### config.mk
export PLATFORM = sky130hd
export DESIGN_NAME = mouse_packet_cursor_tracker
export DESIGN_NICKNAME = d
export VERILOG_FILES = /design/src/design/mpct_pkg.sv /design/src/design/mpct_assembler.sv /design/src/design/mpct_axis.sv /design/src/design/mouse_packet_cursor_tracker.sv
export SDC_FILE = /design/constraint.sdc
export NUM_CORES = 1
export LEC_CHECK = 0
export ABC_AREA = 1
export BUFFER_PORTS_ARGS = -buffer_cell sky130_fd_sc_hd__buf_2
export CORE_MARGIN = 1.5
export CORE_UTILIZATION = 50
export DETAILED_ROUTE_END_ITERATION = 10
export PLACE_DENSITY = 0.76
export SETUP_SLACK_MARGIN = 0.15
export SLEW_MARGIN = 20
export SYNTH_ARGS = -nofsm -noshare
export SYNTH_HDL_FRONTEND = slang
export SYNTH_SLANG_ARGS = --single-unit
### constraint.sdc
create_clock -name clock -period 2.8 [get_ports clock]
set_input_delay 0.28 -clock clock [delete_from_list [all_inputs] [get_ports clock]]
set_output_delay 0.28 -clock clock [all_outputs]
set_load 0.02 [all_outputs]
### src/design/mpct_pkg.sv
// shared types and constants for the mouse packet cursor tracker
// no dependencies; imported by every module of the block
package mpct_pkg;

   localparam int BYTE_W     = 8;
   localparam int BUTTON_W   = 3;
   localparam int CFG_W      = 11;
   localparam int CSR_IDX_W  = 2;
   localparam int SYNC_BIT   = 3;
   localparam int DELTA_W    = BYTE_W + 1;

   localparam logic [CFG_W-1:0] WIDTH_RESET  = CFG_W'(80);
   localparam logic [CFG_W-1:0] HEIGHT_RESET = CFG_W'(25);

   typedef enum logic [CSR_IDX_W-1:0] {
      CSR_SCREEN_WIDTH  = 2'd0,
      CSR_SCREEN_HEIGHT = 2'd1
   } csr_index_type;

   // packet assembly status seen by the datapath
   typedef struct packed {
      logic              completes;
      logic [BYTE_W-1:0] header;
      logic [BYTE_W-1:0] delta_x;
   } pkt_type;

endpackage

### src/design/mpct_assembler.sv
// groups mouse bytes into three-byte packets with header alignment
// depends on mpct_pkg
module mpct_assembler (
   input  logic                       clock,
   input  logic                       reset,
   input  logic                       take,
   input  logic [mpct_pkg::BYTE_W-1:0] data_byte,
   output mpct_pkg::pkt_type          pkt
);
   import mpct_pkg::*;

   typedef enum logic [1:0] {
      POS_HEADER,
      POS_DELTA_X,
      POS_DELTA_Y
   } pos_type;

   pos_type           pos_ff;
   logic [BYTE_W-1:0] header_ff;
   logic [BYTE_W-1:0] delta_x_ff;

   always_ff @(posedge clock) begin
      if (reset) begin
         pos_ff     <= POS_HEADER;
         header_ff  <= '0;
         delta_x_ff <= '0;
      end else if (take) begin
         case (pos_ff)
            POS_DELTA_X: begin
               delta_x_ff <= data_byte;
               pos_ff     <= POS_DELTA_Y;
            end
            POS_DELTA_Y: begin
               pos_ff <= POS_HEADER;
            end
            default: begin
               // a header without the sync bit is dropped
               if (data_byte[SYNC_BIT]) begin
                  header_ff <= data_byte;
                  pos_ff    <= POS_DELTA_X;
               end
            end
         endcase
      end
   end

   assign pkt.completes = (pos_ff == POS_DELTA_Y);
   assign pkt.header    = header_ff;
   assign pkt.delta_x   = delta_x_ff;

endmodule

### src/design/mpct_axis.sv
// one cursor coordinate: signed step, then saturation to 0 .. size-1
// depends on mpct_pkg
module mpct_axis #(
   parameter int COORD_BITS = 10
) (
   input  logic                              clock,
   input  logic                              reset,
   input  logic                              update,
   input  logic signed [mpct_pkg::DELTA_W-1:0] delta,
   input  logic [mpct_pkg::CFG_W-1:0]         size,
   output logic [COORD_BITS-1:0]              pos,
   output logic [COORD_BITS-1:0]              pos_next
);
   import mpct_pkg::*;

   localparam int SUM_W = COORD_BITS + 10;

   logic [COORD_BITS-1:0]   pos_ff;
   logic [COORD_BITS-1:0]   pos_in;
   logic signed [SUM_W-1:0] sum;
   logic [SUM_W-1:0]        size_ext;
   logic [SUM_W-1:0]        cap;
   logic [SUM_W-1:0]        lim;

   always_comb begin
      size_ext = SUM_W'(size);
      cap      = SUM_W'(1) << COORD_BITS;
      // zero size behaves as one, oversize caps at the coordinate range
      if (size_ext == '0) begin
         lim = SUM_W'(1);
      end else if (size_ext > cap) begin
         lim = cap;
      end else begin
         lim = size_ext;
      end
      sum = $signed({{(SUM_W-COORD_BITS){1'b0}}, pos_ff})
          + $signed({{(SUM_W-DELTA_W){delta[DELTA_W-1]}}, delta});
      if (sum[SUM_W-1]) begin
         pos_in = '0;
      end else if ($unsigned(sum) >= lim) begin
         pos_in = COORD_BITS'(lim - SUM_W'(1));
      end else begin
         pos_in = sum[COORD_BITS-1:0];
      end
   end

   always_ff @(posedge clock) begin
      if (reset) begin
         pos_ff <= '0;
      end else if (update) begin
         pos_ff <= pos_in;
      end
   end

   assign pos      = pos_ff;
   assign pos_next = pos_in;

endmodule

### src/design/mouse_packet_cursor_tracker.sv
// a byte that completes a packet passes the input register, then the result register
// one byte per cycle unless stalled, set by the input register feeding the result register
// a waiting result stalls only bytes that would complete a further packet
// reset (synchronous, active high) clears the cursor, the packet position and both
// valid flags, and sets the screen size to 80 by 25
module mouse_packet_cursor_tracker #(
   parameter int COORD_BITS = 10
) (
   input  logic                            clock,
   input  logic                            reset,
   input  logic                            req_valid,
   output logic                            req_ready,
   input  logic [mpct_pkg::BYTE_W-1:0]     req_data_byte,
   output logic                            rsp_valid,
   input  logic                            rsp_ready,
   output logic [COORD_BITS-1:0]           rsp_cursor_x,
   output logic [COORD_BITS-1:0]           rsp_cursor_y,
   output logic [mpct_pkg::BUTTON_W-1:0]   rsp_button_bits,
   input  logic                            csr_valid,
   output logic                            csr_ready,
   input  logic [mpct_pkg::CSR_IDX_W-1:0]  csr_index,
   input  logic [mpct_pkg::CFG_W-1:0]      csr_write_data
);
   import mpct_pkg::*;

   logic [CFG_W-1:0]         width_ff;
   logic [CFG_W-1:0]         height_ff;
   logic                     in_valid_ff;
   logic [BYTE_W-1:0]        in_byte_ff;
   logic                     rsp_valid_ff;
   logic [COORD_BITS-1:0]    rsp_x_ff;
   logic [COORD_BITS-1:0]    rsp_y_ff;
   logic [BUTTON_W-1:0]      rsp_buttons_ff;
   pkt_type                  pkt;
   logic                     advance;
   logic                     rsp_load;
   logic signed [DELTA_W-1:0] dx;
   logic signed [DELTA_W-1:0] dy;
   logic [COORD_BITS-1:0]    col_pos;
   logic [COORD_BITS-1:0]    col_next;
   logic [COORD_BITS-1:0]    row_pos;
   logic [COORD_BITS-1:0]    row_next;

   assign csr_ready = 1'b1;

   always_ff @(posedge clock) begin
      if (reset) begin
         width_ff  <= WIDTH_RESET;
         height_ff <= HEIGHT_RESET;
      end else if (csr_valid) begin
         case (csr_index)
            CSR_SCREEN_WIDTH:  width_ff  <= csr_write_data;
            CSR_SCREEN_HEIGHT: height_ff <= csr_write_data;
            default: ;
         endcase
      end
   end

   // the held byte moves on unless it completes a packet and the result slot is full and not taken
   assign advance   = in_valid_ff && (!pkt.completes || !rsp_valid_ff || rsp_ready);
   assign rsp_load  = advance && pkt.completes;
   assign req_ready = !in_valid_ff || advance;

   always_ff @(posedge clock) begin
      if (reset) begin
         in_valid_ff <= 1'b0;
      end else if (req_ready) begin
         in_valid_ff <= req_valid;
      end
   end

   always_ff @(posedge clock) begin
      if (req_valid && req_ready) begin
         in_byte_ff <= req_data_byte;
      end
   end

   mpct_assembler u_assembler (
      .clock     (clock),
      .reset     (reset),
      .take      (advance),
      .data_byte (in_byte_ff),
      .pkt       (pkt)
   );

   // row moves opposite to the mouse y delta
   assign dx = $signed({pkt.delta_x[BYTE_W-1], pkt.delta_x});
   assign dy = -$signed({in_byte_ff[BYTE_W-1], in_byte_ff});

   mpct_axis #(.COORD_BITS(COORD_BITS)) u_axis_x (
      .clock    (clock),
      .reset    (reset),
      .update   (rsp_load),
      .delta    (dx),
      .size     (width_ff),
      .pos      (col_pos),
      .pos_next (col_next)
   );

   mpct_axis #(.COORD_BITS(COORD_BITS)) u_axis_y (
      .clock    (clock),
      .reset    (reset),
      .update   (rsp_load),
      .delta    (dy),
      .size     (height_ff),
      .pos      (row_pos),
      .pos_next (row_next)
   );

   always_ff @(posedge clock) begin
      if (reset) begin
         rsp_valid_ff <= 1'b0;
      end else if (rsp_load) begin
         rsp_valid_ff <= 1'b1;
      end else if (rsp_ready) begin
         rsp_valid_ff <= 1'b0;
      end
   end

   always_ff @(posedge clock) begin
      if (rsp_load) begin
         rsp_x_ff       <= col_next;
         rsp_y_ff       <= row_next;
         rsp_buttons_ff <= pkt.header[BUTTON_W-1:0];
      end
   end

   assign rsp_valid       = rsp_valid_ff;
   assign rsp_cursor_x    = rsp_x_ff;
   assign rsp_cursor_y    = rsp_y_ff;
   assign rsp_button_bits = rsp_buttons_ff;

   // a stalled byte stays in the input register
   a_input_hold: assert property (@(posedge clock) disable iff (reset)
      in_valid_ff && !advance |=> in_valid_ff && $stable(in_byte_ff))
      else $error("input byte lost while stalled");

   // a new result only follows a completed packet
   a_result_source: assert property (@(posedge clock) disable iff (reset)
      rsp_valid_ff && !$past(rsp_valid_ff) |-> $past(in_valid_ff && pkt.completes))
      else $error("result without completed packet");

   // a pending result matches the stored cursor
   a_result_state: assert property (@(posedge clock) disable iff (reset)
      rsp_valid_ff |-> (rsp_x_ff == col_pos) && (rsp_y_ff == row_pos))
      else $error("result differs from cursor state");

endmodule
Word level (Yosys, flattened, before mapping)
Index checks and enable logic that the tools add are counted.
{"block": "word_totals", "regBits": 88, "output_inout_bits": 26, "input_bits": 26, "elab_cells": 58}
{"block": "op_classes", "order_cmp": 4, "n_mux": 12, "addsub": 5, "eq_ne": 3, "reduce_logical": 20, "bitwise_logic": 1}
{"op": "$mux W11", "n": 4}
{"op": "$ge A20 B11 Y1", "n": 2}
{"op": "$mux W10", "n": 4}
{"op": "$gt A11 B11 Y1 const B", "n": 2}
{"op": "$logic_not A11 Y1", "n": 2}
{"op": "$sub A10 B1 Y10 const B", "n": 2}
{"op": "$add A11 B8 Y12", "n": 1}
{"op": "$add A11 B9 Y12", "n": 1}
{"op": "$neg A8 Y9", "n": 1}
{"op": "$reduce_and A2 Y1", "n": 4}
{"op": "$eq A2 B1 Y1 const B", "n": 2}
{"op": "$pmux W2 S2", "n": 1}
{"op": "$logic_and A1 B1 Y1", "n": 3}
{"op": "$logic_not A1 Y1", "n": 3}
{"op": "$logic_or A1 B1 Y1", "n": 3}
{"op": "$reduce_and A3 Y1", "n": 1}
{"op": "$reduce_bool A3 Y1", "n": 1}
{"op": "$eq A2 B2 Y1 const B", "n": 1}
{"op": "$logic_not A2 Y1", "n": 1}
{"op": "$mux W1", "n": 2}
{"op": "$mux W2", "n": 1}
{"op": "$reduce_bool A2 Y1", "n": 1}
{"op": "$reduce_or A2 Y1", "n": 1}
{"op": "$not A1 Y1", "n": 1}

Longest topological paths before layout
Gate-level depths: netlist of the first run.
{"block": "logic_depth", "ltp_word": 7, "depth_mapped": 26}

Hierarchy
A second synthesis of the first run with hierarchy kept.
{"block": "unflattened", "cells_unflattened": 830, "area_unflattened_um2": 6343.6}
{"module": "mouse_packet_cursor_tracker", "instances": 1, "cells_each": 184, "seq_area_each_um2": 1411.4, "area_each_um2": 2037.0}
{"module": "mpct_axis (u_axis_y)", "instances": 1, "cells_each": 284, "seq_area_each_um2": 200.2, "area_each_um2": 1870.5}
{"module": "mpct_axis (u_axis_x)", "instances": 1, "cells_each": 271, "seq_area_each_um2": 200.2, "area_each_um2": 1717.9}
{"module": "mpct_assembler", "instances": 1, "cells_each": 91, "seq_area_each_um2": 360.3, "area_each_um2": 718.2}

Least setup slack after synthesis of the first run
OpenSTA, ideal clock, no wires.
{"block": "synth_timing", "path_type": "register to register", "start": "reg u_assembler.delta_x_ff[0]", "end": "reg rsp_x_ff[7] (netlist: rsp_cursor_x[7]) (data pin)", "arrival_time_ps": 2768, "path_stages_with_launch": 20, "slack_ps": -220, "synth_period_minus_slack_ps": 3020, "t_required_ps": 2548, "setup_ps": 252, "path_cell_list": "dfxtp_1 -> ha_1 -> inv_1 -> fa_1 -> o21ai_0 -> a21oi_1 -> nor2_1 -> nor2_1 -> xnor2_1 -> ha_1 -> inv_1 -> o31a_1 -> nand2_1 -> nand2_1 -> nand2_1 -> nand2_1 -> clkbuf_1 -> nand3_1 -> nand3_1 -> inv_1"}
{"block": "synth_between", "elab_chain_cells": 4}
{"item": "from (decl)", "line_no": "mpct_assembler.sv:20", "text": "logic [BYTE_W-1:0] delta_x_ff;"}
{"item": "from (signal assigned)", "line_no": "mpct_assembler.sv:30", "text": "delta_x_ff <= data_byte;"}
{"item": "$add A11 B8 Y12 (*)", "line_no": "mpct_axis.sv:37", "text": "+ $signed({{(SUM_W-DELTA_W){delta[DELTA_W-1]}}, delta});"}
{"item": "$ge A20 B11 Y1", "line_no": "mpct_axis.sv:40", "text": "end else if ($unsigned(sum) >= lim) begin"}
{"item": "$mux W10", "line_no": "mpct_axis.sv:40"}
{"item": "$mux W10 (*)", "line_no": "mpct_axis.sv:38", "text": "if (sum[SUM_W-1]) begin"}
{"item": "net col_next[7]", "line_no": "mouse_packet_cursor_tracker.sv:40", "text": "logic [COORD_BITS-1:0] col_next;"}
{"item": "to (signal assigned)", "line_no": "mouse_packet_cursor_tracker.sv:122", "text": "rsp_x_ff <= col_next;"}
{"item": "to (decl)", "line_no": "mouse_packet_cursor_tracker.sv:31", "text": "logic [COORD_BITS-1:0] rsp_x_ff;"}
The timed path passes the listed nets; every way through them passes the cells marked *.
A chain may end at the register's enable or synchronous reset.

Final worst setup path of the first run
{"block": "layout_timing", "start": "reg in_byte_ff[0]", "end": "reg rsp_y_ff[9] (netlist: rsp_cursor_y[9]) (data pin)"}
{"block": "layout_between", "elab_chain_cells": 5}
{"item": "from (decl)", "line_no": "mouse_packet_cursor_tracker.sv:29", "text": "logic [BYTE_W-1:0] in_byte_ff;"}
{"item": "from (signal assigned)", "line_no": "mouse_packet_cursor_tracker.sv:74", "text": "in_byte_ff <= req_data_byte;"}
{"item": "$neg A8 Y9 (*)", "line_no": "mouse_packet_cursor_tracker.sv:88", "text": "assign dy = -$signed({in_byte_ff[BYTE_W-1], in_byte_ff});"}
{"item": "$add A11 B9 Y12 (*)", "line_no": "mpct_axis.sv:37"}
{"item": "$ge A20 B11 Y1", "line_no": "mpct_axis.sv:40"}
{"item": "$mux W10", "line_no": "mpct_axis.sv:40"}
{"item": "$mux W10 (*)", "line_no": "mpct_axis.sv:38"}
{"item": "net row_next[9]", "line_no": "mouse_packet_cursor_tracker.sv:42", "text": "logic [COORD_BITS-1:0] row_next;"}
{"item": "to (signal assigned)", "line_no": "mouse_packet_cursor_tracker.sv:123", "text": "rsp_y_ff <= row_next;"}
{"item": "to (decl)", "line_no": "mouse_packet_cursor_tracker.sv:32", "text": "logic [COORD_BITS-1:0] rsp_y_ff;"}
Marked as above.

==> reports/metrics.csv, run 1 <==
metric;value;unit
remaining_drc_errors;0;
grt_overflow;0;
clock_latency;0.39;ns
cts_htree_levels;3;
setup_ws;-0.326;ns
rows;38;
ant_nets;0;
hpwl;10.8;mm
synth_nets;806;
cp-start-kind;flop;
wl_per_cell;16.1;um
synth_cell_types;37;
violations;setup timing;
switching_share;33.8;%
final_net_count;928;
num-fill-cells;810;
synth-edff-count;31;
grt_pass1_wl;24.8;mm
rsz0062_at_grt;true;
path_max_fanout;6;
die-area;11700;sq um
hold_buffers;0;
min_path_type;in2reg;
worstMarginPinSlew;0.667;ns
finalMaxSlewViolations;0;
crit_type;reg2reg;
maxCapViolCount;0;
syn_inst;730;
gr-usage-met1;31.5;%
min_period;3.13;ns
yosysSeqAreaShare;37.6;%
netlist_area;5510;sq um
drt_iter0_drc;306;
fin_area;7320;sq um
yosys_warnings;0;
cts_tree;built;
finClkSkew;0.0148;ns
grt_max_degree;34;
multi_input_area;3640;sq um
start_util;51.1;%
core;10800;sq um
internal_power;2.01;mW
finalSetupViolations;40;
max_freq;320;MHz
p_leak;3.43;nW
clk_pin_slew;0.09;ns
root_buffer;clkbuf_8;
busiest_layer;met2;
endpoint_kind;flop;
syn_avg_cell_area;7.55;sq um
status;complete, but fails checks;
crit_slowest_cell;edfxtp_1;
die_x;108;um
timing.final.crit_share;112;%
synthArstFlopShare;0;%
regArea;2080;sq um
grt.total_usage;27.7;%
die-height;108;um
clkSinkCount;88;
clkPwrFrac;27.4;%
cp_data_required_time;2.95;ns
grt_pass1_vias;5276;
routabilityCongestion;0.928;
whs;0.0685;ns
vias;5424;
path_buf_inv;5;
io-pin-count;52;
grtUsageMet3;5.24;%
crit_chain;ha_4 -> buf_4 -> buf_4 -> nor3_2 -> nor2_2 -> o21ai_2 -> xnor2_2 -> inv_1 -> ha_1 -> a21oi_1 -> o31a_1 -> nand2_1 -> nand2_2 -> nand2_2 -> nand2_4 -> buf_6 -> nand3_1 -> nand3_2 -> inv_1;
cp.arrival;3.28;ns
postRouteWirelength;16.1;mm
areaGrowthSynthToFinish;32.7;%
ys_seq_elements;88;
numCtsBuffers;9;
cts.path.max_buffers;2;
p_switching;1.03;mW
antenna_found_initial;0;
grtUsageMet2;48.4;%
yosys_most_used_dff;dfxtp_1;
port_buffers;50;
max_stage_delay;0.45;ns
vias_per_cell;5.44;
pwr-share-comb;26.5;%
dpl_cell_area;6540;sq um
power;3.04;mW
drt_pre_antenna_iters;5;
cp_top_family;simple AND/OR/NAND/NOR gates;
p_per_area;415;nW/um^2
slew-limit-headroom;55.0;%
drive_above_1_share;32.3;%
n_antenna_cell;0;
p_seq_share;46.1;%
final-hold-violation-count;0;
peakVddDrop;0.266;mV
-- Yosys cell counts, types with 3 or more instances --
master / number / area share [%]
o211ai_1: 3 / 0.41
nand3_1: 66 / 6.0
o21ai_0: 45 / 4.1
ha_1: 48 / 11
o21ai_2: 3 / 0.48
edfxtp_1: 31 / 17
inv_1: 103 / 7.0
nor2_1: 75 / 5.1
nor3_1: 7 / 0.64
nand3_2: 3 / 0.54
xnor2_1: 8 / 1.3
clkbuf_1: 12 / 0.82
xor2_1: 19 / 3.0
a21oi_1: 53 / 4.8
dfxtp_1: 57 / 21
nand2_2: 6 / 0.68
o21a_1: 8 / 1.1
nand4_1: 6 / 0.68
o21bai_1: 5 / 0.68
nand2_1: 147 / 10
-- power by group through the flow --
stage | combinational, mW | clock [mW] | sequential, mW
2_1_floorplan | 0.417 | 0 | 1.42
3_3_place_gp | 0.600 | 0 | 1.43
3_5_place_dp | 0.620 | 0 | 1.43
4_1_cts | 0.705 | 0.833 | 1.40
5_1_grt | 0.876 | 0.886 | 1.40
6_report | 0.805 | 0.832 | 1.40
-- kinds of logic after synthesis --
logic type / share of synthesized area [%]
DFF: 37.6
other: 0.0680
buffers and inverters: 8.62
xor gates and xnor gates: 4.88
adders and majority gates: 11.6
AOI/OAI and AO/OA: 13.0
and+or+nand+nor: 24.3
-- layout by cell type, fill, tap and decap left out, types with 15 or more instances in the layout --
cell type / instances
nand3_2: 24
o21ai_0: 40
dfxtp_1: 49
edfxtp_1: 31
nor2_1: 73
ha_1: 41
xor2_1: 17
nand3_4: 15
a21oi_1: 42
buf_4: 70
nand3_1: 30
inv_1: 93
nand2_1: 117
buf_2: 50
nand2_2: 30
-- final timing paths --
| kind | cells after the start | startpoint | slack (ns) | end |
|---|---|---|---|---|
| max reg2reg | 19 | in_byte_ff[0] | -0.33 | rsp_cursor_y[9] |
| min | 1 | req_data_byte[6] | 0.07 | in_byte_ff[6] |
| min reg2reg | 0 | u_assembler.header_ff[1] | 0.44 | rsp_button_bits[1] |
| max | 19 | in_byte_ff[0] | -0.33 | rsp_cursor_y[9] |
-- stage by stage --
| step | setup WS, ns | std cells | utilization (%) | setup TNS (ns) |
|---|---|---|---|---|
| floorplan | 0.00940 | 730 | - | 0 |
| global placement | -0.109 | 972 | 60.6 | -2.56 |
| detailed placement | -0.242 | 972 | 60.6 | -6.99 |
| CTS | -0.213 | 996 | 65.8 | -4.44 |
| global route | -0.488 | 997 | 67.8 | -14.63 |
| finish | -0.326 | 997 | 67.8 | -10.16 |
-- final cells by class --
type                            count  area share (%)
Sequential cell                    88            28.5
Multi-Input combinational cell    523            49.7
Inverter                          104            5.37
Timing Repair Buffer              126            11.8
Clock buffer                        9            1.69
Clock inverter                      7           0.633
Tap cell                          140            2.39
-- worst register-to-register path: cells and delay by family, from the launching register on --
family	cells	cell delay [ns]
xor gates and xnor gates	1	0.13
DFF	1	0.45
AOI/OAI and AO/OA	3	0.49
adders and majority gates	2	0.48
and+or+nand+nor	8	0.83
buffers and inverters	5	0.52
-- layer usage --
layer	vias up	part of all wire, %
li1	2640	-
met1	2516	40
met2	198	51
met3	70	4.8
met4	0	4.7
met5	-	0
-- registers in the layout (all words and copies together), names as in the netlist --
name and count:
height_ff 11, width_ff 11, rsp_cursor_x 10, rsp_cursor_y 10, u_axis_x.pos 10, u_axis_y.pos 10, in_byte_ff 8, u_assembler.delta_x_ff 8
rsp_button_bits 3, u_assembler.header_ff 3, u_assembler.pos_ff 2, in_valid_ff 1, rsp_valid 1
-- repair_timing --
item                                   4_1_cts  5_1_grt
cloned                                       2        0
setup endpoints to repair                   40       40
pin swaps                                   43       39
setup buffers                                6        1
resized for setup                           71       49
endpoints found under the hold margin        0        0
(Power assumes the default switching activity.)
==> run 2: changes to the inputs <==
CORE_ASPECT_RATIO = 1.1   (was unset)
==> run 2 against run 1 <==
Effect of this change: the flow still finishes with violations (setup timing); global-route usage decreased by 1.1 points; first-iteration DRC count decreased by 15%; die area about the same; combinational power decreased by 5.2%; hold slack improved by 0.039 ns; via count decreased by 0.81%; clock-buffer cell count increased by 5; cell count increased by 1.0%; total power increased by 12%; non-clock buffer count increased by 3; worst setup slack got worse by 0.045 ns; clock power increased by 49%.
==> reports/metrics.csv, run 2 (synthesis gave the netlist of run 1 again) <==
metric;value;unit
final_cell_mix;nand2_1, inv_1, buf_4;
tns;-7.68;ns
cp-start-kind;flop;
clock_latency;0.35;ns
port_buffers;50;
cts_htree_levels;3;
crit_chain;ha_2 -> inv_2 -> fa_2 -> buf_4 -> buf_4 -> xor2_1 -> ha_1 -> nand2_1 -> nand2_1 -> nand2_1 -> nand2_1 -> nand2_1 -> nand2_1 -> nand2_1 -> nand2_2 -> nand2_4 -> nand2_2 -> nand2_1 -> nand2_2 -> o21bai_1 -> inv_1;
wl_per_cell;15.1;um
vias;5380;
clkSinkCount;88;
vias_per_cell;5.34;
hold_depth;1;
areaGrowthSynthToFinish;33.9;%
drive_above_1_share;31.6;%
grt_pass1_vias;5237;
place_worst_setup_slack;-0.338;ns
cp_top_family;adder cells;
wl_met2;7.71;mm
die_x;103;um
grt_pass1_wl;24.2;mm
postRouteWirelength;15.2;mm
crit_type;reg2reg;
drt_pre_antenna_iters;5;
rows;40;
grt_overflow;0;
p_per_area;462;nW/um^2
die-area;11700;sq um
p_leak;3.47;nW
cp.arrival;3.41;ns
post-route-util;68.3;%
drt_iter0_drc;259;
rsz0062_at_grt;true;
hpwl;10.9;mm
grt.total_usage;26.6;%
rr_startpoint;in_byte_ff[0];
ant_nets;0;
path_buf_inv;4;
clk_pin_slew;0.06;ns
max_freq;315;MHz
grt_max_degree;45;
n_antenna_cell;0;
r2r_cells;21;
root_buffer;clkbuf_16;
finalSetupViolations;40;
path_max_fanout;5;
cts_tree;built;
cp_data_required_time;3.04;ns
start_util;51.0;%
reg_top3;height_ff (11), width_ff (11);
finalMaxSlewViolations;0;
remaining_drc_errors;0;
min_path_type;in2reg;
peakVddDrop;0.296;mV
setup_ws;-0.371;ns
num-fill-cells;850;
worstHoldEndpoint;in_byte_ff[7];
r2r_slack;-0.37;ns
endpoint_kind;flop;
cts.path.max_buffers;2;
final_common_cell;nand2_1;
wl_met1;6.08;mm
min_period;3.17;ns
worst_path_most_repeated_cell;nand2_1;
max_stage_delay;0.41;ns
holdCritStartpoint;req_data_byte[7];
whs;0.108;ns
wl_met3;636;um
io-pin-count;52;
final-hold-violation-count;0;
crit_slowest_cell;edfxtp_1;
antenna_found_initial;0;
dr.max_layer_used;met4;
worstMarginPinSlew;0.642;ns
core;10800;sq um
r2r-end;u_axis_y.pos[1];
violations;setup timing;
final_net_count;931;
status;complete, but fails checks;
finClkSkew;0.00883;ns
numCtsBuffers;9;
maxCapViolCount;0;
routabilityCongestion;0.932;
slew-limit-headroom;56.9;%
die-height;113;um
timing.final.crit_share;113;%
## run 2: cell count changes in the layout (fill, tap and decap cells not counted), moves of 3 or more
cell / previous run / this run
dfxtp_1: 49 / 52
dfxtp_2: 8 / 5
buf_4: 70 / 75
clkbuf_16: 0 / 11
clkbuf_8: 9 / 1
nand3_1: 30 / 33
nand2_1: 117 / 121
nand3_4: 15 / 10
## run 2: timing repair
item,CTS,global route
pin swaps,28,29
gates cloned,1,1
hold buffers,0,0
resized for setup,52,48
setup buffers,6,5
endpoints found under the setup margin,40,40
## run 2: stage by stage
stage,area [sq um],power (mW),std cells
2_1_floorplan,5680,1.84,730
3_3_place_gp,6530,2.03,978
3_5_place_dp,6530,2.05,978
4_1_cts,7120,3.34,1001
5_1_grt,7380,3.56,1007
6_report,7380,3.41,1007
## run 2: layout make-up
class / count / area [sq um] / share of cell area (%)
flip-flops and latches: 88 / 2080 / 28.2
clock inverters: 2 / 15.0 / 0.203
repair buffers: 129 / 867 / 11.7
inverters: 104 / 393 / 5.32
well taps: 147 / 184 / 2.49
multi-input cells: 523 / 3550 / 48.1
clock buffers: 14 / 297 / 4.02
## run 2: power by group
| part | total [mW] | switching [mW] | internal (mW) |
|---|---|---|---|
| sequential | 1.40 | 0.0311 | 1.37 |
| clock | 1.24 | 0.503 | 0.739 |
| combinational | 0.763 | 0.456 | 0.307 |
## run 2: how the worst max path moves through the flow
| stage | from | to | depth (start not counted) |
|---|---|---|---|
| after floorplan | in_byte_ff[0] | rsp_cursor_y[7] | 20 |
| after global placement | in_byte_ff[0] | u_axis_y.pos[1] | 21 |
| after detailed placement | in_byte_ff[0] | rsp_cursor_y[9] | 20 |
| after CTS | in_byte_ff[0] | u_axis_y.pos[1] | 21 |
| after global routing | in_byte_ff[0] | u_axis_y.pos[1] | 21 |
| final | in_byte_ff[0] | u_axis_y.pos[1] | 21 |
## run 2: metal layers
layer | GRT usage [%] | vias to the layer above
li1 | - | 2654
met4 | 14.1 | 0
met5 | 0 | -
met2 | 45.9 | 143
met3 | 4.39 | 50
met1 | 31.1 | 2533
